$ cat src/hdl/knn_pkg.sv
package knn_pkg;
    localparam int DIST_W = 32;
    localparam int OP_W   = 2;
    localparam int VTX_W  = 10;
    localparam int RANK_W = 3;
    localparam int CID_W  = 16;
    localparam logic [OP_W-1:0] OP_OFFER = 2'd0;
    localparam logic [OP_W-1:0] OP_READ  = 2'd1;
    localparam logic [OP_W-1:0] OP_CLEAR = 2'd2;
    localparam logic [OP_W-1:0] OP_NOP   = 2'd3;
    localparam logic [0:0] CFG_EMPTY = 1'd0;
    localparam logic [0:0] CFG_TOL   = 1'd1;

    // classified request, queued between front and back
    typedef struct packed {
        logic [OP_W-1:0]   op;
        logic [VTX_W-1:0]  vertex;
        logic [RANK_W-1:0] rank;
        logic [DIST_W-1:0] cand_dist;
        logic [DIST_W-1:0] sum;
        logic [CID_W-1:0]  id;
    } req_t;

    typedef struct packed {
        logic              changed;
        logic [DIST_W-1:0] read_distance;
        logic [CID_W-1:0]  read_id;
        logic              read_valid;
    } res_t;
endpackage

$ cat src/hdl/knn_front.sv
module knn_front #(
    parameter int VERTEX_COUNT = 1024,
    parameter int LIST_LENGTH  = 8,
    parameter int ID_WIDTH     = 16
) (
    input  logic                aclk,
    input  logic                aresetn,
    input  logic                in_valid,
    output logic                in_ready,
    input  logic [63:0]         in_data,
    input  logic [15:0]         tolerance,
    output logic                q_valid,
    input  logic                q_ready,
    output knn_pkg::req_t       q_data
);
    import knn_pkg::*;
    localparam int QD = 2;
    req_t        q_reg [QD];
    logic [1:0]  cnt_reg, cnt_next;
    logic        wp_reg, rp_reg;
    req_t        cls;
    logic [DIST_W:0] wide;
    logic        push, pop;

    always_comb begin
        cls.op        = in_data[1:0];
        cls.vertex    = in_data[11:2];
        cls.rank      = in_data[14:12];
        cls.cand_dist = in_data[46:15];
        cls.id        = in_data[62:47] & CID_W'((33'd1 << ID_WIDTH) - 33'd1);
        wide = {1'b0, cls.cand_dist} + (in_data[63] ? {17'd0, tolerance} : '0);
        cls.sum = wide[DIST_W] ? '1 : wide[DIST_W-1:0];
        if (32'(cls.vertex) >= VERTEX_COUNT) cls.op = OP_NOP;
        if (cls.op == OP_READ && 32'(cls.rank) >= LIST_LENGTH) cls.op = OP_NOP;
    end

    assign in_ready = (cnt_reg != 2'(QD));
    assign push = in_valid && in_ready;
    assign q_valid = (cnt_reg != 2'd0);
    assign pop = q_valid && q_ready;
    assign q_data = q_reg[rp_reg];
    assign cnt_next = cnt_reg + 2'(push) - 2'(pop);

    always_ff @(posedge aclk) begin
        if (!aresetn) begin
            cnt_reg <= '0; wp_reg <= 1'b0; rp_reg <= 1'b0;
        end else begin
            cnt_reg <= cnt_next;
            if (push) wp_reg <= ~wp_reg;
            if (pop)  rp_reg <= ~rp_reg;
        end
        if (push) q_reg[wp_reg] <= cls;
    end
endmodule

$ cat config.mk
export PLATFORM = sky130hd
export DESIGN_NAME = knn_front
export DESIGN_NICKNAME = d
export VERILOG_FILES = /design/src/hdl/knn_pkg.sv /design/src/hdl/knn_front.sv
export SDC_FILE = /design/constraint.sdc
export NUM_CORES = 1
export LEC_CHECK = 0
export ABC_AREA = 0
export CAP_MARGIN = 15
export CORE_ASPECT_RATIO = 0.7
export CORE_MARGIN = 8
export CORE_UTILIZATION = 43
export CTS_CLUSTER_DIAMETER = 30
export DETAILED_ROUTE_END_ITERATION = 7
export DONT_BUFFER_PORTS = 1
export SLEW_MARGIN = 20
export SYNTH_ARGS = -nofsm -noshare
export SYNTH_HDL_FRONTEND = slang
export SYNTH_SLANG_ARGS = --single-unit
$ cat constraint.sdc
create_clock -name aclk -period 4.7 [get_ports aclk]
set_input_delay 0.235 -clock aclk [delete_from_list [all_inputs] [get_ports aclk]]
set_output_delay 0.235 -clock aclk [all_outputs]
set_load 0.05 [all_outputs]
======== Word level (Yosys, flattened, before mapping) ========
Memories as Yosys holds them, arrays and structs flattened. A register that Yosys moved wholly into a read port is not among the register bits.
Index checks and enable logic that the tools add are counted.
storage, ports and cells
  bits in registers ....................... 4
  memory bits (writable) .................. 190
  input bits .............................. 84
  logic and storage cells ................. 19
  memories ................................ 1
cells by class
  add/subtract/negate cells ............... 3
  equality and inequality tests ........... 1
  mux-type cells .......................... 6
  bitwise operators ....................... 2
  reductions and logical operators ........ 3
memories
  name   depth  bits a word  read ports  clocked after Yosys merged registers in  wr ports  line             RTL
  q_reg  2      95           1           1                                        1         knn_front.sv:18  req_t q_reg [QD];
operators with widths
  cell                number
  $add 32x16->33      1
  $mux 32             1
  $mux 16             1
  $mux 1              4
  $add 2x1->2         1
  $logic_and 1x1->1   2
  $ne 2x2->1 const B  1
  $not 1->1           2
  $reduce_bool 2->1   1
  $sub 2x1->2         1

======== Longest topological paths before layout ========
Gate-level depths: netlist (run 1).
  depth in word-level cells ............... 4
  gate-level depth with buffers ........... 12
  mapped depth without buffers ............ 9

======== Least setup slack after synthesis (run 1) ========
OpenSTA, ideal clock, no wires.
  path kind ............................... reg-to-reg
  start point ............................. register cnt_reg[0]
  end point ............................... memory q_reg[0][0] in the netlist's numbering (enable)
  setup time .............................. 0.551 ns
  arrival time ............................ 4.951 ns
  slack ................................... -0.802 ns
  cell stages (with the launch flop) ...... 4
  buffers on the path ..................... 0
  cell sequence ........................... dfxtp_1 -> nand2b_1 -> nand2_1 -> nor2_1
between the ends
  cells in the longest elaborated chain, start to end .. 4
RTL lines
  element                       line             RTL
  from (decl)                   knn_front.sv:19  logic [1:0] cnt_reg, cnt_next;
  from (signal assigned)        knn_front.sv:48  cnt_reg <= cnt_next;
  $ne 2x2->1                    knn_front.sv:37  assign in_ready = (cnt_reg != 2'(QD));
  named net in_ready            knn_front.sv:9   output logic in_ready,
  $logic_and 1x1->1             knn_front.sv:38  assign push = in_valid && in_ready;
  $mux 1                        knn_front.sv:52  if (push) q_reg[wp_reg] <= cls;
  $mux 1 (not written as such)  knn_front.sv:52
  to (decl)                     knn_front.sv:18
The timed path passes the listed nets, and every way through them passes these cells.

==> results of run 1 <==
[metal layers]
layer  vias up  track usage (%)  part of all wire (%)
li1       2272                -                     -
met1      2372             19.3                    45
met5         -                0                     0
met3        10             5.96                   9.5
met2       165             23.0                    45
met4         0             4.13                  0.84
[critical path, cell delays in order]
cell and delay [ps]:
sky130_fd_sc_hd__and2_1 140, sky130_fd_sc_hd__ha_1 220, sky130_fd_sc_hd__fa_1 410, sky130_fd_sc_hd__a21oi_1 250
sky130_fd_sc_hd__o211ai_1 170, sky130_fd_sc_hd__nand2_1 240, sky130_fd_sc_hd__a21o_1 350, sky130_fd_sc_hd__a2111o_1 400
sky130_fd_sc_hd__buf_4 330, sky130_fd_sc_hd__nand2_1 110
[layout make-up]
| class | instances | area [um2] |
|---|---|---|
| Inverter | 11 | 41.3 |
| Tap cell | 270 | 338 |
| Timing Repair Buffer | 71 | 693 |
| Fill cell | 1619 | 9570 |
| Sequential cell | 195 | 5810 |
| Clock buffer | 17 | 425 |
| Clock inverter | 15 | 204 |
| Multi-Input combinational cell | 323 | 2780 |
[power groups by stage]
stage / Clock, mW / Sequential [mW] / Combinational, mW
after floorplan: 0 / 2.26 / 1.58
after global placement: 0 / 2.33 / 1.72
after detailed placement: 0 / 2.34 / 1.73
after CTS: 1.53 / 2.30 / 1.79
after global routing: 1.59 / 2.32 / 1.85
final: 1.49 / 2.29 / 1.76
[cells in the final DEF (no fill, tap or decap), drive strengths merged, types with 3 or more instances in the layout]
master	instances
nand4	3
mux2i	5
and3	3
clkbuf	17
or3	5
a2111oi	4
o211a	3
nor2	8
nand3	10
clkinv	5
o21a	7
and2	21
dlygate4sd3	64
nor3	13
nand2b	3
ha	18
o21ai	16
a21o	8
buf	7
and4	4
dfxtp	5
xor2	4
inv	19
a21oi	15
mux2	99
xnor2	9
nor4	4
a31oi	3
a211oi	3
edfxtp	190
nand2	30
[final timing paths]
| path | from | endpoint | slack [ps] |
|---|---|---|---|
| setup / recovery | tolerance[0] | q_reg[0][18]$_DFFE_PP_ | 1980 |
| hold / removal | in_data[39] | q_reg[0][40]$_DFFE_PP_ | 30 |
| setup reg to reg | cnt_reg[0]$_SDFF_PN0_ | q_reg[1][60]$_DFFE_PP_ | 2100 |
| hold reg to reg | rp_reg$_SDFFE_PN0P_ | rp_reg$_SDFFE_PN0P_ | 560 |
[cell families (layout without fill, tap and decap cells)]
| family | count (synthesis) | in the layout |
|---|---|---|
| buf+inv | 31 | 114 |
| simple gates | 113 | 113 |
| flops | 195 | 195 |
| fa+ha+maj | 19 | 19 |
| xor+xnor | 13 | 13 |
| compound gates | 74 | 74 |
| mux | 104 | 104 |
[per-stage QoR]
stage | total power, mW | hold WS (ps) | util, % | std cells | instance area, um2
after floorplan | 3.84 | 334 | - | 549 | 8700
after global placement | 4.05 | 334 | 45.4 | 806 | 9010
after detailed placement | 4.06 | 334 | 45.4 | 806 | 9010
after CTS | 5.62 | 6.17 | 51.8 | 902 | 10300
after global routing | 5.75 | 23.4 | 51.8 | 902 | 10300
final | 5.54 | 33.7 | 51.8 | 902 | 10300
[timing repair]
item	4_1_cts	5_1_grt
endpoints found under the setup margin	0	0
hold endpoints to repair	131	0
buffers inserted	0	0
hold buffers	64	0
==> key figures, run 1 <==
Detailed routing
  • Detail-routed net length per standard cell: 21.0 um
  • Number of vias per cell after detailed routing: 5.34
  • DRC violation total after the first TritonRoute iteration: 307
  • Post-route DRC violation count: 0
  • Drt first pass iters: 5
  • Number of antenna-violating nets in the routed design: 0
  • Vias post-DR: 4819
  • Wire length after detailed routing: 19000 um

Power and ir drop
  • Total leakage power: 3.52 nW
  • PD cells: 539 nW/um2
  • Internal power: 3.38 mW
  • Sequential fraction of design power: 41.3%
  • Largest vdd supply drop: 0.000229 V
  • Fraction of power spent switching nets: 39.1%
  • Total net switching power: 2.17 mW
  • Clock share of power: 26.9%
  • Combinational share of power: 31.8%

Die
  • Floorplan Core Area: 19900 um2
  • Die Y: 135 um
  • Die span in x: 186 um
  • Effective utilization at floorplan: 43.8%
  • Number of I/O pins: 181
  • Die Footprint: 25100 um2
  • Std-Cell Rows: 43

Synthesis
  • Gate Count Post-Synth: 549
  • Largest family of logic cells by synthesized area: multiplexers
  • Most repeated cell in the gate-level netlist after synthesis: sky130_fd_sc_hd__edfxtp_1
  • Netlist cell types: 60
  • Share of synthesized cell area in and, or, nand and nor gates: 7.49%
  • Top-area cell type share of the netlist area: 65.6%
  • Synth Area in Compound Gates: 6.64%
  • Mapped cell area: 8700 um2
  • Count of synthesis-stage warnings from yosys: 0
  • Largest area contributor in the synthesized netlist: sky130_fd_sc_hd__edfxtp_1
  • Number of enable-type register cells in the synthesized netlist: 190
  • Adder-cell share of the synthesized area: 2.82%
  • Predominant post-synthesis flop cell: sky130_fd_sc_hd__edfxtp_1
  • XOR/XNOR Fraction of Synth Area: 1.31%
  • Most numerous cell types in the synthesized netlist: sky130_fd_sc_hd__edfxtp_1, sky130_fd_sc_hd__mux2_2, sky130_fd_sc_hd__and2_1, sky130_fd_sc_hd__nand2_1, sky130_fd_sc_hd__ha_1
  • Net count of the mapped netlist: 652
  • Multiplexer share of the synthesized area: 13.4%
  • Mean instance size in the synthesized netlist: 15.8 um2
  • Yosys reg bits: 195
  • Main area contributors after synthesis: sky130_fd_sc_hd__edfxtp_1, sky130_fd_sc_hd__mux2_2, sky130_fd_sc_hd__ha_1
  • Share of the yosys chip area belonging to registers: 66.7%
  • Synth async-reset ratio: 0%

STA
  • Count of pins over their slew limit: 0
  • Worst-case headroom to the max-slew limit: 29.9%
  • Setup slack after layout: 1980 ps
  • Worst-case clock skew: 15.0 ps
  • Actual slew at the worst max-slew pin: 1050 ps
  • Unrepaired setup endpoints after global routing: no
  • Setup Total Neg Slack: 0 ps
  • Fmax: 0.367 GHz
  • Share of the clock period used by the worst path: 58.0%
  • Hold violation count in the final report: 0
  • Minimum clock period: 2720 ps
  • Setup Viol. Count Final: 0

Layout
  • Count of inserted antenna diode cells: 0
  • Layout cell share with drive strength beyond 1: 26.3%
  • Area grow syn2layout: 18.2%
  • # nets final: 722
  • Largest register FFs: 190

Hold path
  • Worst min-delay path class: input pin to flop
  • Cells on Worst Hold Path: 1

Global routing
  • Initial antenna violation count: 0
  • Global Route Usage Sum: 14.9%
  • First-pass GRT wire length: 28300 um
  • Via count of the first global-routing pass: 4932
  • GR Overflow Total: 0
  • Pin count of the biggest net entering global routing: 71

Clocking
  • Maximum buffer depth of the clock tree: 2
  • Clock Sink Count: 195
  • Clock tree from TritonCTS: built
  • Worst skew pair latency: 430 ps
  • Clock buffers created by TritonCTS: 17
  • # H-tree levels: 4
  • Root cell of the clock tree: sky130_fd_sc_hd__clkbuf_16
  • Clock transition time at the flip-flop clock pins of the worst setup and hold paths: 80 ps
  • Number of gates resized after cts: 0

Critical path
  • Critical Path End Type: flop
  • Worst-case reg-to-reg path depth: 3
  • Data arrival time of the worst path: 2880 ps
  • Critical path required time: 4860 ps
  • Nature of the critical path startpoint: input pin
  • Critical path start-end classification: input pin to flop
  • Largest driver fanout on the critical path: 14

Placement
  • Final GP Congestion: 0.829
  • Final HPWL from detailed placement: 12800 um
  • Input/output buffers: 0
  • Setup slack after placement: 1520 ps

Flow run
  • Max Cap Viol: 0

Outcome
  • Outcome: finished clean
No activity file was read; power rests on OpenSTA's default activity.
==> inputs of run 2 (changes only) <==
==> constraint.sdc (replaced) <==
create_clock -name aclk -period 2.55 [get_ports aclk]
set_input_delay 0.1275 -clock aclk [delete_from_list [all_inputs] [get_ports aclk]]
set_output_delay 0.1275 -clock aclk [all_outputs]
set_load 0.05 [all_outputs]
==> run 2 against run 1 <==
Net effect:
- setup slack worse by 1600 ps
- combinational power is 94% higher
- sequential power is 82% higher
- non-clock buffer count is 19 higher
- clock power is 70% higher
==> key figures, run 2 (same netlist as run 1, synthesis figures left out) <==
Detailed routing
  • Vias post-DR: 5008
  • DRC violation total after the first TritonRoute iteration: 355
  • Number of vias per cell after detailed routing: 5.44
  • Post-route DRC violation count: 0
  • Number of antenna-violating nets in the routed design: 0
  • Wire length after detailed routing: 19900 um
  • Detail-routed net length per standard cell: 21.6 um
  • Drt first pass iters: 4

Global routing
  • Pin count of the biggest net entering global routing: 97
  • Initial antenna violation count: 0
  • Global Route Usage Sum: 15.5%
  • Via count of the first global-routing pass: 5108
  • GR Overflow Total: 0
  • First-pass GRT wire length: 29700 um

Clocking
  • Number of post-CTS setup repair buffers: 0
  • Root cell of the clock tree: sky130_fd_sc_hd__clkbuf_16
  • Clock transition time at the flip-flop clock pins of the worst setup and hold paths: 80 ps
  • # H-tree levels: 4
  • Number of gates resized after cts: 0
  • Maximum buffer depth of the clock tree: 2
  • Hold buffers post-CTS: 64
  • Clock Sink Count: 195
  • Clock buffers created by TritonCTS: 17
  • Clock tree from TritonCTS: built
  • Worst skew pair latency: 420 ps

Critical path
  • Nature of the critical path startpoint: input pin
  • Critical Path End Type: flop
  • Critical-path cell list: and2_1 > ha_1 > fa_1 > a21oi_1 > o211ai_1 > nand2_1 > a21o_1 > a2111o_1 > buf_4 > nand3_2
  • Largest incremental delay on the critical path: 400 ps
  • Data arrival time of the worst path: 2340 ps
  • Buffers plus inverters on the worst setup path: 1
  • Critical path's top delay family: compound AO/OA/AOI/OAI gates
  • Critical path start-end classification: input pin to flop
  • Largest driver fanout on the critical path: 13
  • Slowest-stage cell, CP: sky130_fd_sc_hd__fa_1
  • Critical path required time: 2700 ps

Placement
  • Final HPWL from detailed placement: 13200 um
  • Input/output buffers: 0
  • Setup slack after placement: -47.7 ps
  • Final GP Congestion: 0.818
  • Area post-placement: 9240 um2

STA
  • Minimum clock period: 2190 ps
  • Count of pins over their slew limit: 0
  • Worst-case clock skew: 14.9 ps
  • Unrepaired setup endpoints after global routing: no
  • Setup slack after layout: 364 ps
  • Actual slew at the worst max-slew pin: 680 ps
  • Hold violation count in the final report: 0
  • Share of the clock period used by the worst path: 85.7%
  • Setup Viol. Count Final: 0
  • Fmax: 0.457 GHz
  • Setup Total Neg Slack: 0 ps
  • Worst-case headroom to the max-slew limit: 54.7%

Die
  • Std-Cell Rows: 43
  • Die span in x: 186 um
  • Effective utilization at floorplan: 43.8%
  • Floorplan Core Area: 19900 um2
  • Die Y: 135 um
  • Number of I/O pins: 181
  • Die Footprint: 25100 um2

Power and ir drop
  • Largest vdd supply drop: 0.000458 V
  • PD cells: 970 nW/um2
  • Total leakage power: 3.58 nW
  • Total Power Consumption: 10.1 mW

Layout
  • Filler cell count: 1609
  • Count of inserted antenna diode cells: 0
  • Most frequent cells in the layout: sky130_fd_sc_hd__edfxtp_1, sky130_fd_sc_hd__mux2_2, sky130_fd_sc_hd__dlygate4sd3_1, sky130_fd_sc_hd__buf_4, sky130_fd_sc_hd__and2_1
  • Most common cell after layout, fill and taps aside: sky130_fd_sc_hd__edfxtp_1
  • Area grow syn2layout: 20.1%
  • # nets final: 741
  • Layout cell share with drive strength beyond 1: 29.0%
  • Largest register FFs: 190
  • Post-Layout Inst Area: 10500 um2

Outcome
  • Outcome: finished clean

Flow run
  • Max Cap Viol: 0

Hold path
  • Worst min-delay path class: input pin to flop
==> run 2: cell type report <==
type | count | area [um2] | share of cell area (%)
inverters | 11 | 41.3 | 0.395
well taps | 270 | 338 | 3.23
repair buffers | 90 | 873 | 8.36
clock inverters | 12 | 113 | 1.08
flip-flops and latches | 195 | 5810 | 55.6
clock buffers | 20 | 457 | 4.37
multi-input cells | 323 | 2820 | 27.0
==> run 2: path summary, 6_finish.rpt <==
kind	slack, ps	cells past startpoint	end	from
setup / recovery	360	10	q_reg[0][38]$_DFFE_PP_	tolerance[0]
hold reg to reg	550	2	rp_reg$_SDFFE_PN0P_	rp_reg$_SDFFE_PN0P_
hold / removal	40	3	wp_reg$_SDFFE_PN0P_	in_valid
setup reg to reg	480	8	cnt_reg[1]$_SDFF_PN0_	cnt_reg[1]$_SDFF_PN0_
==> run 2: per-layer routing <==
| metal | wire length (um) | vias up | global-route usage [%] |
|---|---|---|---|
| met5 | 0 | - | 0 |
| met4 | 104 | 0 | 4.05 |
| met3 | 1650 | 6 | 5.72 |
| met2 | 9140 | 151 | 23.9 |
| met1 | 9000 | 2541 | 20.3 |
| li1 | - | 2310 | - |
==> run 2: through the flow <==
stage | cells | utilization [%] | hold WS (ps)
6_report | 921 | 52.7 | 35.9
5_1_grt | 921 | 52.7 | 31.9
4_1_cts | 921 | 52.7 | 11.3
3_5_place_dp | 825 | 46.6 | 226
3_3_place_gp | 825 | 46.6 | 227
2_1_floorplan | 549 | - | 226
==> run 2: power by group <==
part           leakage [nW]  internal, mW  total (mW)  switching, mW
logic                  1.49         0.847        3.42           2.57
registers              1.81          4.01        4.17          0.161
clock network         0.275          1.34        2.54           1.20
==> run 2: worst reg2reg max path, cell delays in order, from the launching register on <==
cell                      delay [ps]
sky130_fd_sc_hd__dfxtp_1         360
sky130_fd_sc_hd__or2_2           450
sky130_fd_sc_hd__and2_1          260
sky130_fd_sc_hd__ha_1            280
sky130_fd_sc_hd__inv_1            40
sky130_fd_sc_hd__ha_1            170
sky130_fd_sc_hd__xnor2_1         130
sky130_fd_sc_hd__xnor2_1         120
sky130_fd_sc_hd__and2_1          160
==> inputs of run 3 (changes only) <==
==> constraint.sdc (replaced) <==
create_clock -name aclk -period 2.55 [get_ports aclk]
set_input_delay 0 -clock aclk [delete_from_list [all_inputs] [get_ports aclk]]
set_output_delay 0 -clock aclk [all_outputs]
set_load 0.05 [all_outputs]
==> run 3 against run 2 <==
Net effect:
- maximum frequency fell by 8.3%
- total power rose by 1.2%
- non-clock buffer count rose by 9
- final cell count rose by 1.2%
- routed wire length rose by 2.8%
- global-route usage rose by 0.90 points
- core utilization rose by 0.69 points
- final area rose by 1.3%
- via count fell by 0.84%
- largest cell class unchanged
- highest routed layer unchanged
==> key figures, run 3 (same netlist as run 1, synthesis figures left out) <==
Die
  • Die span in x: 186 um
  • Number of I/O pins: 181
  • Std-Cell Rows: 43
  • Floorplan Core Area: 19900 um2
  • Die Footprint: 25100 um2
  • Die Y: 135 um
  • Effective utilization at floorplan: 43.8%

Power and ir drop
  • Clock share of power: 25.0%
  • Total Power Consumption: 10.3 mW
  • Largest vdd supply drop: 0.000393 V
  • Total net switching power: 4.02 mW
  • PD cells: 968 nW/um2
  • Total leakage power: 3.66 nW
  • Combinational share of power: 34.5%
  • Internal power: 6.23 mW
  • Sequential fraction of design power: 40.5%
  • Fraction of power spent switching nets: 39.2%

Layout
  • Filler cell count: 1610
  • Area taken by multi-input logic gates: 2780 um2
  • Most frequent cells in the layout: sky130_fd_sc_hd__edfxtp_1, sky130_fd_sc_hd__mux2_2, sky130_fd_sc_hd__dlygate4sd3_1, sky130_fd_sc_hd__and2_1, sky130_fd_sc_hd__buf_4
  • Layout cell share with drive strength beyond 1: 28.8%
  • Register cell area after layout: 5810 um2
  • Area grow syn2layout: 21.7%
  • # nets final: 750
  • Most common cell after layout, fill and taps aside: sky130_fd_sc_hd__edfxtp_1
  • Largest register FFs: 190

Placement
  • Final GP Congestion: 0.818
  • Input/output buffers: 0
  • Final HPWL from detailed placement: 14000 um

Critical path
  • Worst reg2reg setup slack: 500 ps
  • Nature of the critical path startpoint: input pin
  • Critical path required time: 2730 ps
  • Worst-case reg-to-reg path depth: 8
  • Critical R2R Launch: cnt_reg[1]$_SDFF_PN0_
  • Critical Path End Type: flop
  • Critical path start-end classification: input pin to flop
  • End of the worst register-to-register path: cnt_reg[1]$_SDFF_PN0_
  • Capture point of the critical path: q_reg[0][44]$_DFFE_PP_
  • Largest driver fanout on the critical path: 7
  • Launch point of the critical path: in_data[17]
  • Data arrival time of the worst path: 2560 ps

Global routing
  • Global Route Usage Sum: 16.4%
  • Met1 track demand over resource: 22.0%
  • GR Overflow Total: 0
  • Pin count of the biggest net entering global routing: 39
  • Met2 Usage GRT: 24.9%
  • Initial antenna violation count: 2
  • Highest-utilization routing layer at the global route stage: met2
  • Met3 usage in global routing: 5.61%
  • First-pass GRT wire length: 31100 um
  • Via count of the first global-routing pass: 5207

STA
  • Share of the clock period used by the worst path: 93.5%
  • Minimum clock period: 2380 ps
  • Hold violation count in the final report: 0
  • Worst-case headroom to the max-slew limit: 58.0%
  • Fmax: 0.419 GHz
  • Count of pins over their slew limit: 0
  • Worst-case clock skew: 16.8 ps
  • Setup Viol. Count Final: 0
  • Actual slew at the worst max-slew pin: 628 ps
  • Setup Total Neg Slack: 0 ps
  • Unrepaired setup endpoints after global routing: no

Detailed routing
  • DRC violation total after the first TritonRoute iteration: 308
  • Vias post-DR: 4966
  • Post-route DRC violation count: 0
  • Drt first pass iters: 4
  • Number of antenna-violating nets in the routed design: 0
  • Detail-routed net length per standard cell: 21.9 um
  • Wire length after detailed routing: 20400 um
  • Number of vias per cell after detailed routing: 5.33

Clocking
  • Clock Sink Count: 195
  • Clock transition time at the flip-flop clock pins of the worst setup and hold paths: 70 ps
  • # H-tree levels: 4
  • Maximum buffer depth of the clock tree: 2
  • Worst skew pair latency: 440 ps
  • Number of gates resized after cts: 0
  • Root cell of the clock tree: sky130_fd_sc_hd__clkbuf_16
  • Clock buffers created by TritonCTS: 17
  • Clock tree from TritonCTS: built

Hold path
  • Worst min-delay path class: input pin to flop
  • Cells on Worst Hold Path: 2

Outcome
  • Outcome: finished clean

Flow run
  • Max Cap Viol: 0
-- run 3: cell count changes in the layout (fill, tap and decap cells not counted), moves of 2 or more --
cell                            previous run  this run
sky130_fd_sc_hd__clkbuf_8                  2         0
sky130_fd_sc_hd__diode_2                   0         2
sky130_fd_sc_hd__buf_12                    3        10
sky130_fd_sc_hd__buf_4                    23        21
sky130_fd_sc_hd__dlygate4sd3_1            64        68
sky130_fd_sc_hd__inv_8                     4         2
sky130_fd_sc_hd__clkinv_8                  0         4
sky130_fd_sc_hd__ha_4                      3         0
sky130_fd_sc_hd__ha_1                     15        18
-- run 3: metal layers --
metal / part of all wire [%] / up-vias
met5: 0 / -
li1: - / 2327
met1: 46 / 2452
met4: 0.80 / 0
met2: 44 / 172
met3: 9.7 / 15
-- run 3: timing repair --
| action | in CTS | in global routing |
|---|---|---|
| setup buffers | 0 | 0 |
| setup endpoints to repair | 0 | 1 |
| hold buffers | 68 | 0 |
| endpoints found under the hold margin | 172 | 0 |
-- run 3: final cells by class --
cell class                 instances  share of cell area (%)
clock buffer                      18                    4.05
inverter                          11                   0.390
timing repair buffer              99                    9.81
clock inverter                    14                    1.43
tap                              270                    3.19
multi-input combinational        323                    26.2
antenna                            2                  0.0473
sequential                       195                    54.9
-- run 3: worst max-delay path, cell delays in order --
cell                            delay [ps]
sky130_fd_sc_hd__dlygate4sd3_1         590
sky130_fd_sc_hd__ha_1                  360
sky130_fd_sc_hd__a21oi_1               110
sky130_fd_sc_hd__o211ai_1              260
sky130_fd_sc_hd__nand2_1               150
sky130_fd_sc_hd__a21o_1                280
sky130_fd_sc_hd__a2111oi_2             420
sky130_fd_sc_hd__mux2_1                380
-- run 3: worst min path at each step --
| stage | startpoint | end | slack [ps] |
|---|---|---|---|
| after floorplan | in_data[47] | q_reg[0][0]$_DFFE_PP_ | 100 |
| after global placement | in_data[61] | q_reg[0][14]$_DFFE_PP_ | 100 |
| after detailed placement | in_data[14] | q_reg[1][82]$_DFFE_PP_ | 100 |
| after CTS | in_data[15] | q_reg[0][16]$_DFFE_PP_ | 0.9 |
| after global routing | in_data[15] | q_reg[1][16]$_DFFE_PP_ | 8 |
| final | in_data[15] | q_reg[0][16]$_DFFE_PP_ | 3 |
-- run 3: power groups by stage --
stage               sequential [mW]  clock [mW]  combinational [mW]
floorplan                      4.16           0                2.93
global placement               4.21           0                3.43
detailed placement             4.23           0                3.44
CTS                            4.16        2.64                3.58
global route                   4.20        2.75                3.70
finish                         4.15        2.57                3.53
-- run 3: stage by stage --
stage	worst slack, ps	hold slack, ps	area, um2	util, %	instances
6_report	165	3.38	10600	53.3	932
4_1_cts	150	0.922	10600	53.3	930
3_3_place_gp	116	99.0	9320	47.0	830
5_1_grt	12.6	8.31	10600	53.3	932
3_5_place_dp	79.9	99.0	9320	47.0	830
2_1_floorplan	38.1	98.9	8720	-	549
